File: src/hw/rtl/ske_pkg.sv
package ske_pkg;

  localparam int unsigned MEAS_W    = 16;
  localparam int unsigned GAIN_W    = 17;
  localparam int unsigned QUO_W     = 16;
  localparam int unsigned ERR_W     = 32;
  localparam int unsigned DIVR_W    = ERR_W + 1;
  localparam int unsigned DIV_STEPS = QUO_W;
  localparam int unsigned CNT_W     = $clog2(DIV_STEPS);
  localparam int unsigned MUL_A_W   = 17;
  localparam int unsigned MUL_B_W   = 32;
  localparam int unsigned MUL_W     = MUL_A_W + MUL_B_W;
  localparam int unsigned APB_AW    = 4;
  localparam int unsigned APB_DW    = 32;

  localparam logic [GAIN_W-1:0] ONE_Q16    = 17'h1_0000;
  localparam logic [ERR_W-1:0]  MERR_RST   = 32'h0001_0000;
  localparam logic [ERR_W-1:0]  EERR_RST   = 32'h0001_0000;
  localparam logic [ERR_W-1:0]  PNOISE_RST = 32'd655;
  localparam logic [ERR_W-1:0]  ERR_MAX    = 32'hFFFF_FFFF;

  typedef enum logic [1:0] {
    REG_MERR   = 2'd0,
    REG_EERR   = 2'd1,
    REG_PNOISE = 2'd2
  } reg_idx_e;

  typedef enum logic [5:0] {
    ST_IDLE  = 6'b000001,
    ST_DIV   = 6'b000010,
    ST_STEP  = 6'b000100,
    ST_KEPT  = 6'b001000,
    ST_NOISE = 6'b010000,
    ST_DONE  = 6'b100000
  } ske_state_e;

  typedef struct packed {
    logic [ERR_W-1:0] meas_err;
    logic [ERR_W-1:0] proc_noise;
    logic             init_load;
    logic [ERR_W-1:0] init_val;
  } ske_cfg_t;

  typedef struct packed {
    logic             start;
    logic [ERR_W-1:0] dividend;
    logic [DIVR_W-1:0] divisor;
  } ske_div_req_t;

endpackage

File: src/hw/rtl/ske_if.sv
interface ske_meas_if;
  logic                                valid;
  logic                                ready;
  logic signed [ske_pkg::MEAS_W-1:0]   measurement;

  modport source (output valid, output measurement, input ready);
  modport sink   (input valid, input measurement, output ready);
endinterface

interface ske_res_if;
  logic                                valid;
  logic                                ready;
  logic signed [ske_pkg::MEAS_W-1:0]   estimate;
  logic        [ske_pkg::GAIN_W-1:0]   gain;
  logic        [ske_pkg::ERR_W-1:0]    estimate_error;

  modport source (output valid, output estimate, output gain, output estimate_error,
                  input ready);
  modport sink   (input valid, input estimate, input gain, input estimate_error,
                  output ready);
endinterface

File: src/hw/rtl/scalar_kalman_estimator.sv
// Scalar Kalman estimator: one signed Q8.8 measurement in, one result out (estimate, gain
// used, updated estimate error). An accepted sample goes through the 16-step radix-2 gain
// divide, then three passes through the single 17x32 multiplier, then a final state that waits
// for the result register to be free and loads it; the input is ready again only after that,
// so a new sample is taken only once the last one is through. Registers at byte
// offsets 0x0 (measurement error), 0x4 (initial estimate error, a write also reloads the
// running error) and 0x8 (process noise); write them only while no sample is in flight.
module scalar_kalman_estimator (
  input  logic                         clk_i,
  input  logic                         rst_ni,
  input  logic                         psel,
  input  logic                         penable,
  input  logic                         pwrite,
  input  logic [ske_pkg::APB_AW-1:0]   paddr,
  input  logic [ske_pkg::APB_DW-1:0]   pwdata,
  output logic [ske_pkg::APB_DW-1:0]   prdata,
  output logic                         pready,
  ske_meas_if.sink                     meas_i,
  ske_res_if.source                    res_o
);

  ske_pkg::ske_cfg_t cfg;

  ske_regs u_regs (
    .clk_i   (clk_i),
    .rst_ni  (rst_ni),
    .psel    (psel),
    .penable (penable),
    .pwrite  (pwrite),
    .paddr   (paddr),
    .pwdata  (pwdata),
    .prdata  (prdata),
    .pready  (pready),
    .cfg_o   (cfg)
  );

  ske_core u_core (
    .clk_i  (clk_i),
    .rst_ni (rst_ni),
    .cfg_i  (cfg),
    .meas_i (meas_i),
    .res_o  (res_o)
  );

endmodule

File: src/hw/rtl/ske_regs.sv
module ske_regs (
  input  logic                         clk_i,
  input  logic                         rst_ni,
  input  logic                         psel,
  input  logic                         penable,
  input  logic                         pwrite,
  input  logic [ske_pkg::APB_AW-1:0]   paddr,
  input  logic [ske_pkg::APB_DW-1:0]   pwdata,
  output logic [ske_pkg::APB_DW-1:0]   prdata,
  output logic                         pready,
  output ske_pkg::ske_cfg_t            cfg_o
);

  logic [ske_pkg::ERR_W-1:0] merr_q, eerr_q, pnoise_q;
  logic                      wr;
  ske_pkg::reg_idx_e         idx;

  assign pready = 1'b1;
  assign wr     = psel & penable & pwrite;
  assign idx    = ske_pkg::reg_idx_e'(paddr[3:2]);

  always_ff @(posedge clk_i or negedge rst_ni) begin
    if (!rst_ni) begin
      merr_q   <= ske_pkg::MERR_RST;
      eerr_q   <= ske_pkg::EERR_RST;
      pnoise_q <= ske_pkg::PNOISE_RST;
    end else if (wr) begin
      unique case (idx)
        ske_pkg::REG_MERR:   merr_q   <= pwdata;
        ske_pkg::REG_EERR:   eerr_q   <= pwdata;
        ske_pkg::REG_PNOISE: pnoise_q <= pwdata;
        default: ;
      endcase
    end
  end

  always_comb begin
    unique case (idx)
      ske_pkg::REG_MERR:   prdata = merr_q;
      ske_pkg::REG_EERR:   prdata = eerr_q;
      ske_pkg::REG_PNOISE: prdata = pnoise_q;
      default:             prdata = '0;
    endcase
  end

  // running error reloads on the same edge the register is written
  assign cfg_o.meas_err   = merr_q;
  assign cfg_o.proc_noise = pnoise_q;
  assign cfg_o.init_load  = wr && (idx == ske_pkg::REG_EERR);
  assign cfg_o.init_val   = pwdata;

endmodule

File: src/hw/rtl/ske_div.sv
module ske_div (
  input  logic                        clk_i,
  input  logic                        rst_ni,
  input  ske_pkg::ske_div_req_t       req_i,
  output logic                        done_o,
  output logic [ske_pkg::QUO_W-1:0]   quotient_o
);

  logic [ske_pkg::DIVR_W-1:0] rem_q, rem_d, div_q;
  logic [ske_pkg::QUO_W-1:0]  quo_q;
  logic [ske_pkg::CNT_W-1:0]  cnt_q;
  logic                       busy_q, done_q;
  logic [ske_pkg::DIVR_W:0]   shl, sub;
  logic                       ge;

  // restoring radix-2 on E << 16: E < divisor, so only 16 quotient bits
  always_comb begin
    shl   = {rem_q, 1'b0};
    sub   = shl - {1'b0, div_q};
    ge    = shl >= {1'b0, div_q};
    rem_d = ge ? sub[ske_pkg::DIVR_W-1:0] : shl[ske_pkg::DIVR_W-1:0];
  end

  always_ff @(posedge clk_i or negedge rst_ni) begin
    if (!rst_ni) begin
      busy_q <= 1'b0;
      done_q <= 1'b0;
      cnt_q  <= '0;
    end else begin
      done_q <= 1'b0;
      if (req_i.start) begin
        busy_q <= 1'b1;
        cnt_q  <= '0;
      end else if (busy_q) begin
        cnt_q <= cnt_q + 1'b1;
        if (cnt_q == ske_pkg::CNT_W'(ske_pkg::DIV_STEPS - 1)) begin
          busy_q <= 1'b0;
          done_q <= 1'b1;
        end
      end
    end
  end

  always_ff @(posedge clk_i) begin
    if (req_i.start) begin
      rem_q <= {1'b0, req_i.dividend};
      div_q <= req_i.divisor;
      quo_q <= '0;
    end else if (busy_q) begin
      rem_q <= rem_d;
      quo_q <= {quo_q[ske_pkg::QUO_W-2:0], ge};
    end
  end

  assign done_o     = done_q;
  assign quotient_o = quo_q;

endmodule

File: src/hw/rtl/ske_core.sv
module ske_core (
  input  logic              clk_i,
  input  logic              rst_ni,
  input  ske_pkg::ske_cfg_t cfg_i,
  ske_meas_if.sink          meas_i,
  ske_res_if.source         res_o
);

  ske_pkg::ske_state_e state_q, state_d;

  logic signed [ske_pkg::MEAS_W-1:0]  meas_q, last_est_q, est_q, est_c;
  logic [ske_pkg::ERR_W-1:0]          err_q, kept_q, ne;
  logic [ske_pkg::MUL_W-1:0]          mul_q, mul;
  logic [ske_pkg::MUL_A_W-1:0]        op_a, d_q, d_c;
  logic [ske_pkg::MUL_B_W-1:0]        op_b;
  logic                               neg_q;

  logic signed [ske_pkg::MEAS_W:0]    diff;
  logic [ske_pkg::MEAS_W:0]           absdiff;
  logic [ske_pkg::ERR_W:0]            rnd;
  logic [ske_pkg::MEAS_W:0]           step;
  logic signed [ske_pkg::MEAS_W+1:0]  est_w, dd;
  logic [ske_pkg::MEAS_W+1:0]         absdd;
  logic [ske_pkg::MUL_W-9:0]          sum;
  logic [ske_pkg::ERR_W-1:0]          m_eff;

  ske_pkg::ske_div_req_t              div_req;
  logic                               div_done;
  logic [ske_pkg::QUO_W-1:0]          quo;

  logic                               in_fire, out_free;

  logic                               res_vld_q;
  logic signed [ske_pkg::MEAS_W-1:0]  res_est_q;
  logic [ske_pkg::GAIN_W-1:0]         res_gain_q;
  logic [ske_pkg::ERR_W-1:0]          res_err_q;

  assign meas_i.ready = (state_q == ske_pkg::ST_IDLE);
  assign in_fire      = meas_i.valid && meas_i.ready;
  assign out_free     = !res_vld_q || res_o.ready;

  // measurement error of zero is treated as one LSB
  assign m_eff            = (cfg_i.meas_err == '0) ? ske_pkg::ERR_W'(1) : cfg_i.meas_err;
  assign div_req.start    = in_fire;
  assign div_req.dividend = err_q;
  assign div_req.divisor  = {1'b0, err_q} + {1'b0, m_eff};

  ske_div u_div (
    .clk_i      (clk_i),
    .rst_ni     (rst_ni),
    .req_i      (div_req),
    .done_o     (div_done),
    .quotient_o (quo)
  );

  always_comb begin
    diff    = {meas_q[ske_pkg::MEAS_W-1], meas_q} - {last_est_q[ske_pkg::MEAS_W-1], last_est_q};
    absdiff = diff[ske_pkg::MEAS_W] ? ske_pkg::MEAS_W'(1) + ~diff : diff;
  end

  // shared multiplier; every product lands in mul_q before it is used
  always_comb begin
    unique case (state_q)
      ske_pkg::ST_STEP: begin
        op_a = {1'b0, quo};
        op_b = {{(ske_pkg::MUL_B_W - ske_pkg::MEAS_W - 1){1'b0}}, absdiff};
      end
      ske_pkg::ST_KEPT: begin
        op_a = ske_pkg::ONE_Q16 - {1'b0, quo};
        op_b = err_q;
      end
      ske_pkg::ST_NOISE: begin
        op_a = d_q;
        op_b = cfg_i.proc_noise;
      end
      default: begin
        op_a = '0;
        op_b = '0;
      end
    endcase
    mul = {{ske_pkg::MUL_B_W{1'b0}}, op_a} * {{ske_pkg::MUL_A_W{1'b0}}, op_b};
  end

  // round half away from zero on the magnitude, then clamp
  always_comb begin
    rnd   = {1'b0, mul_q[ske_pkg::ERR_W-1:0]} + (ske_pkg::ERR_W+1)'(32768);
    step  = rnd[ske_pkg::ERR_W:16];
    est_w = neg_q ? {{2{last_est_q[ske_pkg::MEAS_W-1]}}, last_est_q} - {1'b0, step}
                  : {{2{last_est_q[ske_pkg::MEAS_W-1]}}, last_est_q} + {1'b0, step};
    if (est_w > 18'sd32767)       est_c = 16'sh7FFF;
    else if (est_w < -18'sd32768) est_c = 16'sh8000;
    else                          est_c = est_w[ske_pkg::MEAS_W-1:0];
    dd    = {{2{last_est_q[ske_pkg::MEAS_W-1]}}, last_est_q}
          - {{2{est_c[ske_pkg::MEAS_W-1]}}, est_c};
    absdd = dd[ske_pkg::MEAS_W+1] ? (ske_pkg::MEAS_W+2)'(1) + ~dd : dd;
    d_c   = absdd[ske_pkg::MUL_A_W-1:0];
  end

  always_comb begin
    sum = {{(ske_pkg::MUL_W - 8 - ske_pkg::ERR_W){1'b0}}, kept_q}
        + mul_q[ske_pkg::MUL_W-1:8];
    ne  = (sum[ske_pkg::MUL_W-9:ske_pkg::ERR_W] != '0) ? ske_pkg::ERR_MAX
                                                        : sum[ske_pkg::ERR_W-1:0];
  end

  always_comb begin
    state_d = state_q;
    unique case (state_q)
      ske_pkg::ST_IDLE:  if (in_fire) state_d = ske_pkg::ST_DIV;
      ske_pkg::ST_DIV:   if (div_done) state_d = ske_pkg::ST_STEP;
      ske_pkg::ST_STEP:  state_d = ske_pkg::ST_KEPT;
      ske_pkg::ST_KEPT:  state_d = ske_pkg::ST_NOISE;
      ske_pkg::ST_NOISE: state_d = ske_pkg::ST_DONE;
      ske_pkg::ST_DONE:  if (out_free) state_d = ske_pkg::ST_IDLE;
      default:           state_d = ske_pkg::ST_IDLE;
    endcase
  end

  always_ff @(posedge clk_i or negedge rst_ni) begin
    if (!rst_ni) begin
      state_q    <= ske_pkg::ST_IDLE;
      last_est_q <= '0;
      err_q      <= ske_pkg::EERR_RST;
      res_vld_q  <= 1'b0;
    end else begin
      state_q <= state_d;
      if (cfg_i.init_load) begin
        err_q <= cfg_i.init_val;
      end else if (state_q == ske_pkg::ST_DONE && out_free) begin
        err_q <= ne;
      end
      if (state_q == ske_pkg::ST_DONE && out_free) begin
        last_est_q <= est_q;
        res_vld_q  <= 1'b1;
      end else if (res_o.ready) begin
        res_vld_q  <= 1'b0;
      end
    end
  end

  always_ff @(posedge clk_i) begin
    if (in_fire) meas_q <= meas_i.measurement;
    unique case (state_q)
      ske_pkg::ST_STEP: begin
        mul_q <= mul;
        neg_q <= diff[ske_pkg::MEAS_W];
      end
      ske_pkg::ST_KEPT: begin
        mul_q <= mul;
        est_q <= est_c;
        d_q   <= d_c;
      end
      ske_pkg::ST_NOISE: begin
        mul_q  <= mul;
        kept_q <= mul_q[ske_pkg::ERR_W+15:16];
      end
      ske_pkg::ST_DONE: begin
        if (out_free) begin
          res_est_q  <= est_q;
          res_gain_q <= {1'b0, quo};
          res_err_q  <= ne;
        end
      end
      default: ;
    endcase
  end

  assign res_o.valid          = res_vld_q;
  assign res_o.estimate       = res_est_q;
  assign res_o.gain           = res_gain_q;
  assign res_o.estimate_error = res_err_q;

  a_ready_idle: assert property (@(posedge clk_i) disable iff (!rst_ni)
    meas_i.ready |-> state_q == ske_pkg::ST_IDLE)
    else $error("input ready outside idle");

  a_accept_div: assert property (@(posedge clk_i) disable iff (!rst_ni)
    in_fire |=> state_q == ske_pkg::ST_DIV)
    else $error("accepted sample did not start the divide");

  a_div_done: assert property (@(posedge clk_i) disable iff (!rst_ni)
    div_done |-> state_q == ske_pkg::ST_DIV)
    else $error("divider finished outside divide state");

  a_no_clamp: assert property (@(posedge clk_i) disable iff (!rst_ni)
    state_q == ske_pkg::ST_KEPT |-> (est_w <= 18'sd32767 && est_w >= -18'sd32768))
    else $error("estimate left Q8.8 range");

  a_gain_range: assert property (@(posedge clk_i) disable iff (!rst_ni)
    res_o.valid |-> !res_o.gain[ske_pkg::GAIN_W-1])
    else $error("gain reached one");

endmodule

File: src/flat_wrapper.sv
// flat-port wrapper written by rule: the top's interface ports become plain ports
module scalar_kalman_estimator_flat 
  (clk_i, rst_ni, psel, penable, pwrite, paddr, pwdata, prdata, pready, meas_i_valid, meas_i_measurement, meas_i_ready, res_o_valid, res_o_estimate, res_o_gain, res_o_estimate_error, res_o_ready);
  ske_meas_if meas_i_i ();
  ske_res_if res_o_i ();
  input  logic clk_i;
  input  logic rst_ni;
  input  logic psel;
  input  logic penable;
  input  logic pwrite;
  input  logic [ske_pkg::APB_AW-1:0] paddr;
  input  logic [ske_pkg::APB_DW-1:0] pwdata;
  output logic [ske_pkg::APB_DW-1:0] prdata;
  output logic pready;
  input wire logic [$bits(meas_i_i.valid)-1:0] meas_i_valid;
  input wire logic [$bits(meas_i_i.measurement)-1:0] meas_i_measurement;
  output wire logic [$bits(meas_i_i.ready)-1:0] meas_i_ready;
  output wire logic [$bits(res_o_i.valid)-1:0] res_o_valid;
  output wire logic [$bits(res_o_i.estimate)-1:0] res_o_estimate;
  output wire logic [$bits(res_o_i.gain)-1:0] res_o_gain;
  output wire logic [$bits(res_o_i.estimate_error)-1:0] res_o_estimate_error;
  input wire logic [$bits(res_o_i.ready)-1:0] res_o_ready;
  assign meas_i_i.valid = meas_i_valid;
  assign meas_i_i.measurement = meas_i_measurement;
  assign meas_i_ready = meas_i_i.ready;
  assign res_o_valid = res_o_i.valid;
  assign res_o_estimate = res_o_i.estimate;
  assign res_o_gain = res_o_i.gain;
  assign res_o_estimate_error = res_o_i.estimate_error;
  assign res_o_i.ready = res_o_ready;
  scalar_kalman_estimator u_core (.clk_i(clk_i), .rst_ni(rst_ni), .psel(psel), .penable(penable), .pwrite(pwrite), .paddr(paddr), .pwdata(pwdata), .prdata(prdata), .pready(pready), .meas_i(meas_i_i), .res_o(res_o_i));
endmodule
File: config.mk
export PLATFORM = sky130hd
export DESIGN_NAME = scalar_kalman_estimator_flat
export DESIGN_NICKNAME = d
export VERILOG_FILES = /design/src/hw/rtl/ske_pkg.sv /design/src/hw/rtl/ske_if.sv /design/src/hw/rtl/scalar_kalman_estimator.sv /design/src/hw/rtl/ske_regs.sv /design/src/hw/rtl/ske_div.sv /design/src/hw/rtl/ske_core.sv /design/src/flat_wrapper.sv
export SDC_FILE = /design/constraint.sdc
export NUM_CORES = 2
export LEC_CHECK = 0
export ABC_AREA = 1
export BUFFER_PORTS_ARGS = -buffer_cell sky130_fd_sc_hd__buf_4
export CAP_MARGIN = 40
export CORE_MARGIN = 4
export CORE_UTILIZATION = 30
export DETAILED_ROUTE_END_ITERATION = 8
export PLACE_DENSITY = 0.43
export REMOVE_ABC_BUFFERS = 1
export SLEW_MARGIN = 20
export SYNTH_ARGS = -nofsm -noshare
export SYNTH_HDL_FRONTEND = slang
export SYNTH_SLANG_ARGS = --single-unit
File: constraint.sdc
create_clock -name clk_i -period 14.7 [get_ports clk_i]
set_input_delay 0.735 -clock clk_i [delete_from_list [all_inputs] [get_ports clk_i]]
set_output_delay 0.735 -clock clk_i [all_outputs]
set_load 0.05 [all_outputs]
Word-level counts from Yosys, hierarchy flattened
Index checks and enable logic that the tools add are counted.
{"block": "totals", "memories": 0, "ram_bits": 0, "register_bits": 434, "romBits": 0, "in_bits": 59, "word_cells": 101, "output_inout_bits": 100, "latch_bits": 0}
{"block": "op_classes", "n_div": 0, "add_sub_neg": 12, "mul": 1, "reduce_logical": 17, "shift": 0, "eq_ne": 12, "mux": 29, "magnitude_cmp": 3, "bitwise": 4}
{"op": "2-to-1 mux 32 bit", "n": 6}
{"op": "one-hot mux 32 bit (3 select lines)", "n": 2}
{"op": "one-hot mux 17 bit (3 select lines)", "n": 1}
{"op": "multiplier 17 x 32 -> 49 bit", "n": 1}
{"op": "adder 32 x 41 -> 41 bit", "n": 1}
{"op": "one-hot mux 6 bit (6 select lines)", "n": 1}
{"op": "adder 2 x 17 -> 17 bit, first input constant", "n": 2}
{"op": ">= comparator 34 x 33 -> 1 bit", "n": 1}
{"op": "2-to-1 mux 17 bit", "n": 2}
{"op": "inverter 17 bit", "n": 2}
{"op": "subtractor 16 x 16 -> 17 bit", "n": 2}
{"op": "adder 32 x 16 -> 33 bit, second input constant", "n": 1}
{"op": "adder 32 x 32 -> 33 bit", "n": 1}
{"op": "2-to-1 mux 33 bit", "n": 1}
{"op": "subtractor 33 bit", "n": 1}
{"op": "logical NOT 32 bit", "n": 1}
{"op": "2-to-1 mux 16 bit", "n": 2}
{"op": "adder 18 x 17 -> 18 bit", "n": 1}
{"op": "greater-than comparator 18 x 16 -> 1 bit, second input constant", "n": 1}
{"op": "< comparator 18 x 16 -> 1 bit, second input constant", "n": 1}
{"op": "2-to-1 mux 18 bit", "n": 1}
{"op": "2-to-1 mux 6 bit", "n": 3}
{"op": "subtractor 18 x 17 -> 18 bit", "n": 1}
{"op": "subtractor 17 x 16 -> 17 bit, first input constant", "n": 1}
{"op": "24 further kinds", "n": 41}

Logic depth before layout (Yosys ltp)
{"block": "depth", "word_depth": 10, "ltp_mapped": 46, "ltp_nobuf": 45}

Hierarchy
From an unflattened synthesis, not the netlist that was laid out.
{"block": "hier_totals", "hier_cells": 6239, "area_unflattened_um2": 46761.1}
{"module": "ske_core", "cells_per_inst": 4686, "area_per_inst_um2": 35703.0, "n_inst": 1, "seq_area_each_um2": 6994.2}
{"module": "ske_div", "cells_per_inst": 962, "area_per_inst_um2": 6533.8, "n_inst": 1, "seq_area_each_um2": 2442.3}
{"module": "ske_regs", "cells_per_inst": 591, "area_per_inst_um2": 4524.3, "n_inst": 1, "seq_area_each_um2": 2412.3}

Worst setup path before layout
Ideal clock, no wire load.
{"block": "synth_timing", "path_kind": "register -> register", "start": "register u_core.u_core.state_q[1]", "end": "register u_core.u_core.mul_q[39] (netlist bit) (data pin)", "slack_ps": 6799, "stages_incl_launch_ff": 31, "synth_period_minus_slack_ps": 7901, "setup_ps": 259, "n_path_buf": 2, "required_time_ps": 14441, "t_arrival_ps": 7642, "cell_sequence": "dfrtp_1 > inv_1 > nand2_1 > inv_1 > nand2_1 > nor3_1 > clkbuf_1 > nand2_1 > nand3_1 > buf_2 > nand2_1 > fa_1 > inv_1 > fa_1 > inv_1 > fa_1 > inv_1 > fa_1 > fa_1 > inv_1 > fa_1 > inv_1 > ha_1 > nand2_1 > nor2_1 > inv_1 > nor4_1 > a21oi_1 > o21ai_0 > a21oi_1 > xnor2_1"}
{"block": "synth_via", "elab_chain_cells": 3, "word_cells_on_any_way": 6, "cone_classes": "1 x mul; 3 x eq/ne; 2 x mux"}
{"element": "from (decl)", "line_no": "ske_core.sv:9", "text": "ske_pkg::ske_state_e state_q, state_d;"}
{"element": "from (signal assigned)", "line_no": "ske_core.sv:121", "text": "state_q <= ske_pkg::ST_IDLE;"}
{"element": "from (signal assigned)", "line_no": "ske_core.sv:126", "text": "state_q <= state_d;"}
{"element": "equality test 6 x 5 -> 1 bit, or another cell as far along", "line_no": "ske_core.sv:63", "text": "unique case (state_q)"}
{"element": "one-hot mux 17 bit (3 select lines) or one-hot mux 32 bit (3 select lines) (tied branches)", "line_no": "ske_core.sv:63"}
{"element": "multiplier 17 x 32 -> 49 bit *", "line_no": "ske_core.sv:81", "text": "mul = {{ske_pkg::MUL_B_W{1'b0}}, op_a} * {{ske_pkg::MUL_A_W{1'b0}}, op_b};"}
{"element": "net u_core.u_core.mul (one bit)", "line_no": "ske_core.sv:13", "text": "logic [ske_pkg::MUL_W-1:0] mul_q, mul;"}
{"element": "to (signal assigned)", "line_no": "ske_core.sv:145", "text": "mul_q <= mul;"}
{"element": "to (signal assigned)", "line_no": "ske_core.sv:149", "text": "mul_q <= mul;"}
{"element": "to (signal assigned)", "line_no": "ske_core.sv:154", "text": "mul_q <= mul;"}
{"element": "to (decl)", "line_no": "ske_core.sv:13"}
The timed path passes the listed nets; every way through them passes the cells marked *.
A chain may end at the register's enable or synchronous reset.

Worst setup path in the final report
{"block": "layout_timing", "start": "register u_core.u_core.last_est_q[15] (netlist bit)", "end": "register u_core.u_core.mul_q[39] (netlist bit) (data pin)"}
{"block": "layout_via", "elab_chain_cells": 6}
{"element": "from (decl)", "line_no": "ske_core.sv:11", "text": "logic signed [ske_pkg::MEAS_W-1:0] meas_q, last_est_q, est_q, est_c;"}
{"element": "from (signal assigned)", "line_no": "ske_core.sv:133", "text": "last_est_q <= est_q;"}
{"element": "subtractor 16 x 16 -> 17 bit *", "line_no": "ske_core.sv:57", "text": "diff = {meas_q[ske_pkg::MEAS_W-1], meas_q} - {last_est_q[ske_pkg::MEAS_W-1], last_est_q};"}
{"element": "inverter 17 bit", "line_no": "ske_core.sv:58", "text": "absdiff = diff[ske_pkg::MEAS_W] ? ske_pkg::MEAS_W'(1) + ~diff : diff;"}
{"element": "adder 2 x 17 -> 17 bit", "line_no": "ske_core.sv:58"}
{"element": "2-to-1 mux 17 bit *", "line_no": "ske_core.sv:58"}
{"element": "one-hot mux 32 bit (3 select lines) *", "line_no": "ske_core.sv:63"}
{"element": "multiplier 17 x 32 -> 49 bit *", "line_no": "ske_core.sv:81"}
{"element": "net u_core.u_core.mul (one bit)", "line_no": "ske_core.sv:13"}
Marked as above.

==> results.ini <==
[run_status]
outcome=finished, final reports clean

[die]
core_area_um2=150000
die-height_um=396
io_pins=159
num_rows=142
die_w_um=396
initial_core_util=0.301
fp.dieArea_um2=157000

[power_and_ir_drop]
vdd_drop_max_mv=0.136
total_power_w=0.00831
p_leak_nw=23.8
power_density_nw_per_um2=164

[layout]
finalNetCount=6628
final_cell_mix=nand2_1 (1421), inv_1 (1144), fa_1 (453)
antenna_cells=0
drive_gt1_frac=0.0727
syn2layout_area_growth_pct=12.1
fillCellCount=15995
final_common_cell=nand2_1

[sta]
maxClockFrequency_mhz=103
hold_viol=0
fin_tns_setup_ns=0
period_minus_slack_ns=9.73
final_max_slew_viol_count=0
worst_hold_slack_ns=0.0366
skew_ns=0.0618
layout_setup_ws_ns=4.97
min_period_over_period=0.662
max_slew_margin=0.406
tightest_slew_ns=0.881
setup_violations=0
grt_setup_unrepaired=no

[setup_path]
cpPeakStageDelay_ns=0.60
cp_slowest_cell=fa_1
critPathKind=reg -> reg
path_max_fanout=16
start_kind=flop
critPathMostFrequentCell=nand2_1
arrival_ns=10.09
critPathRequiredTime_ns=15.06
crit_path_end_kind=flop

[global_route]
grt_max_degree=67
track_usage=0.210
grt_antenna_before_repair=2
grt_pass1_wl_mm=251
overflow=0
grt_pass1_vias=38941

[logic_synthesis]
synth_top_area_frac=0.201
postSynthCellCount=5753
synthArstFlopShare=0.369
synth_seq_cells=426
synth.distinct_cells=63
synth_ff_type=edfxtp_1
avgSynthCellArea_um2=7.85
syn_area_um2=45100
ys_warn_count=0
synth_top_area_cell=fa_1
synth_area_leaders=fa_1 (20%), edfxtp_1 (17%), nand2_1 (12%)
seq_area_frac_synth=0.262
synth-edff-count=252

[cts]
cts.sinks=426
cts.path.max_buffers=3
cts_tree=yes
cts_resized=0
post_cts_buffers=0
numCtsBuffers=54
path_clk_slew_ns=0.06
htreeDepth=2
cts_root_buffer=clkbuf_16
clkLatencyLatePin_ns=0.68
hold_buffers=0

[detailed_routing]
via_per_inst=4.82
drt_iter0_markers=2504
drc=0
first_pass_iters=6
ant_nets=0
wl_mm=165
vias=38068
wire_per_inst_um=20.9

[placement]
port_buffers=154
place_hpwl_mm=134
post-place-ws_ns=5.08
place.gp.congestion=0.885

[flow_run]
max_cap_viol_count=0

[hold_path]
hp-class=in -> async

through the flow:
stage,cell area (µm²),cells,util
after floorplan,44300,5562,-
final,50600,7905,0.338
after detailed placement,48600,7803,0.325
after global routing,50600,7905,0.338
after global placement,48500,7798,0.324
after CTS,50600,7905,0.338
synth_stat cells (17+ instances only):
cell,n
a21o_1,21
a21oi_1,261
a31oi_1,23
buf_2,62
clkbuf_1,112
dfrtp_1,147
dfxtp_1,17
edfxtp_1,252
fa_1,453
ha_1,273
inv_1,1147
nand2_1,1423
nand3_1,162
nand3b_1,51
nand4_1,68
nor2_1,438
nor3_1,37
nor4_1,27
o21a_1,19
o21ai_0,313
o221ai_1,32
o22ai_1,44
xnor2_1,81
xor2_1,100
cells by family after synthesis:
kind of cell / after synthesis / share of synthesized area
buffers and inverters: 1355 / 0.116
xor gates and xnor gates: 183 / 0.0358
other: 2 / 0.000166
AOI/OAI and AO/OA: 797 / 0.101
and+or+nand+nor: 2264 / 0.209
adders and majority gates: 726 / 0.277
DFF: 426 / 0.262
sequential cells by signal, summed over array words and instances (netlist names), 6 cells and up:
name                                count
u_core.u_regs.eerr_q                   32
u_core.u_regs.pnoise_q                 32
u_core.u_core.res_o.gain               16
u_core.u_core.err_q                    32
u_core.u_core.last_est_q               16
u_core.u_core.meas_q                   16
u_core.u_regs.merr_q                   32
u_core.u_core.u_div.div_q              33
u_core.u_core.u_div.quotient_o         16
u_core.u_core.res_o.estimate           16
u_core.u_core.mul_q                    41
u_core.u_core.est_q                    16
u_core.u_core.u_div.rem_q              33
u_core.u_core.res_o.estimate_error     32
u_core.u_core.kept_q                   32
u_core.u_core.d_q                      17
u_core.u_core.state_q                   6
per-layer routing:
layer,track usage,vias up,share of wire
li1,-,18220,-
met1,0.296,18886,0.47
met2,0.349,808,0.46
met3,0.0226,154,0.045
met4,0.0449,0,0.023
met5,0,-,0
layout make-up:
cell class / count / area (µm²) / area share
sequential: 426 / 11800 / 0.234
inverter: 1164 / 4370 / 0.0863
clock inverter: 32 / 492 / 0.00971
multi-input combinational: 3972 / 28100 / 0.556
clock buffer: 70 / 1530 / 0.0301
tap: 2016 / 2520 / 0.0498
timing repair buffer: 225 / 1720 / 0.0340
worst max-delay path: cells and delay by family, from the launching register on:
family          cells  cell delay (ns)
buf+inv             6             0.91
fa+ha+maj           8             4.12
simple gates       11             2.29
compound gates      6             1.35
xor+xnor            1             0.17
flops               1             0.53
final timing paths:
path	start	end	slack [ns]	cells past startpoint
max	u_core.u_core.last_est_q[15]	u_core.u_core.mul_q[39]	4.97	32
min	rst_ni	u_core.u_core.last_est_q[13]	0.04	1
max reg2reg	u_core.u_core.last_est_q[15]	u_core.u_core.mul_q[39]	4.97	32
min reg2reg	u_core.u_core.est_q[13]	u_core.u_core.res_o.estimate[13]	0.45	0
max in group asynchronous	rst_ni	u_core.u_regs.merr_q[26]	12.71	3
min in group clk_i	meas_i_measurement[3]	u_core.u_core.meas_q[3]	0.24	1
power by group:
part           switching [W]  internal [W]  leakage (nW)
registers           0.000230       0.00175          4.38
logic                0.00328       0.00155          18.4
clock network       0.000597      0.000900         0.969
(Power assumes the default switching activity.)
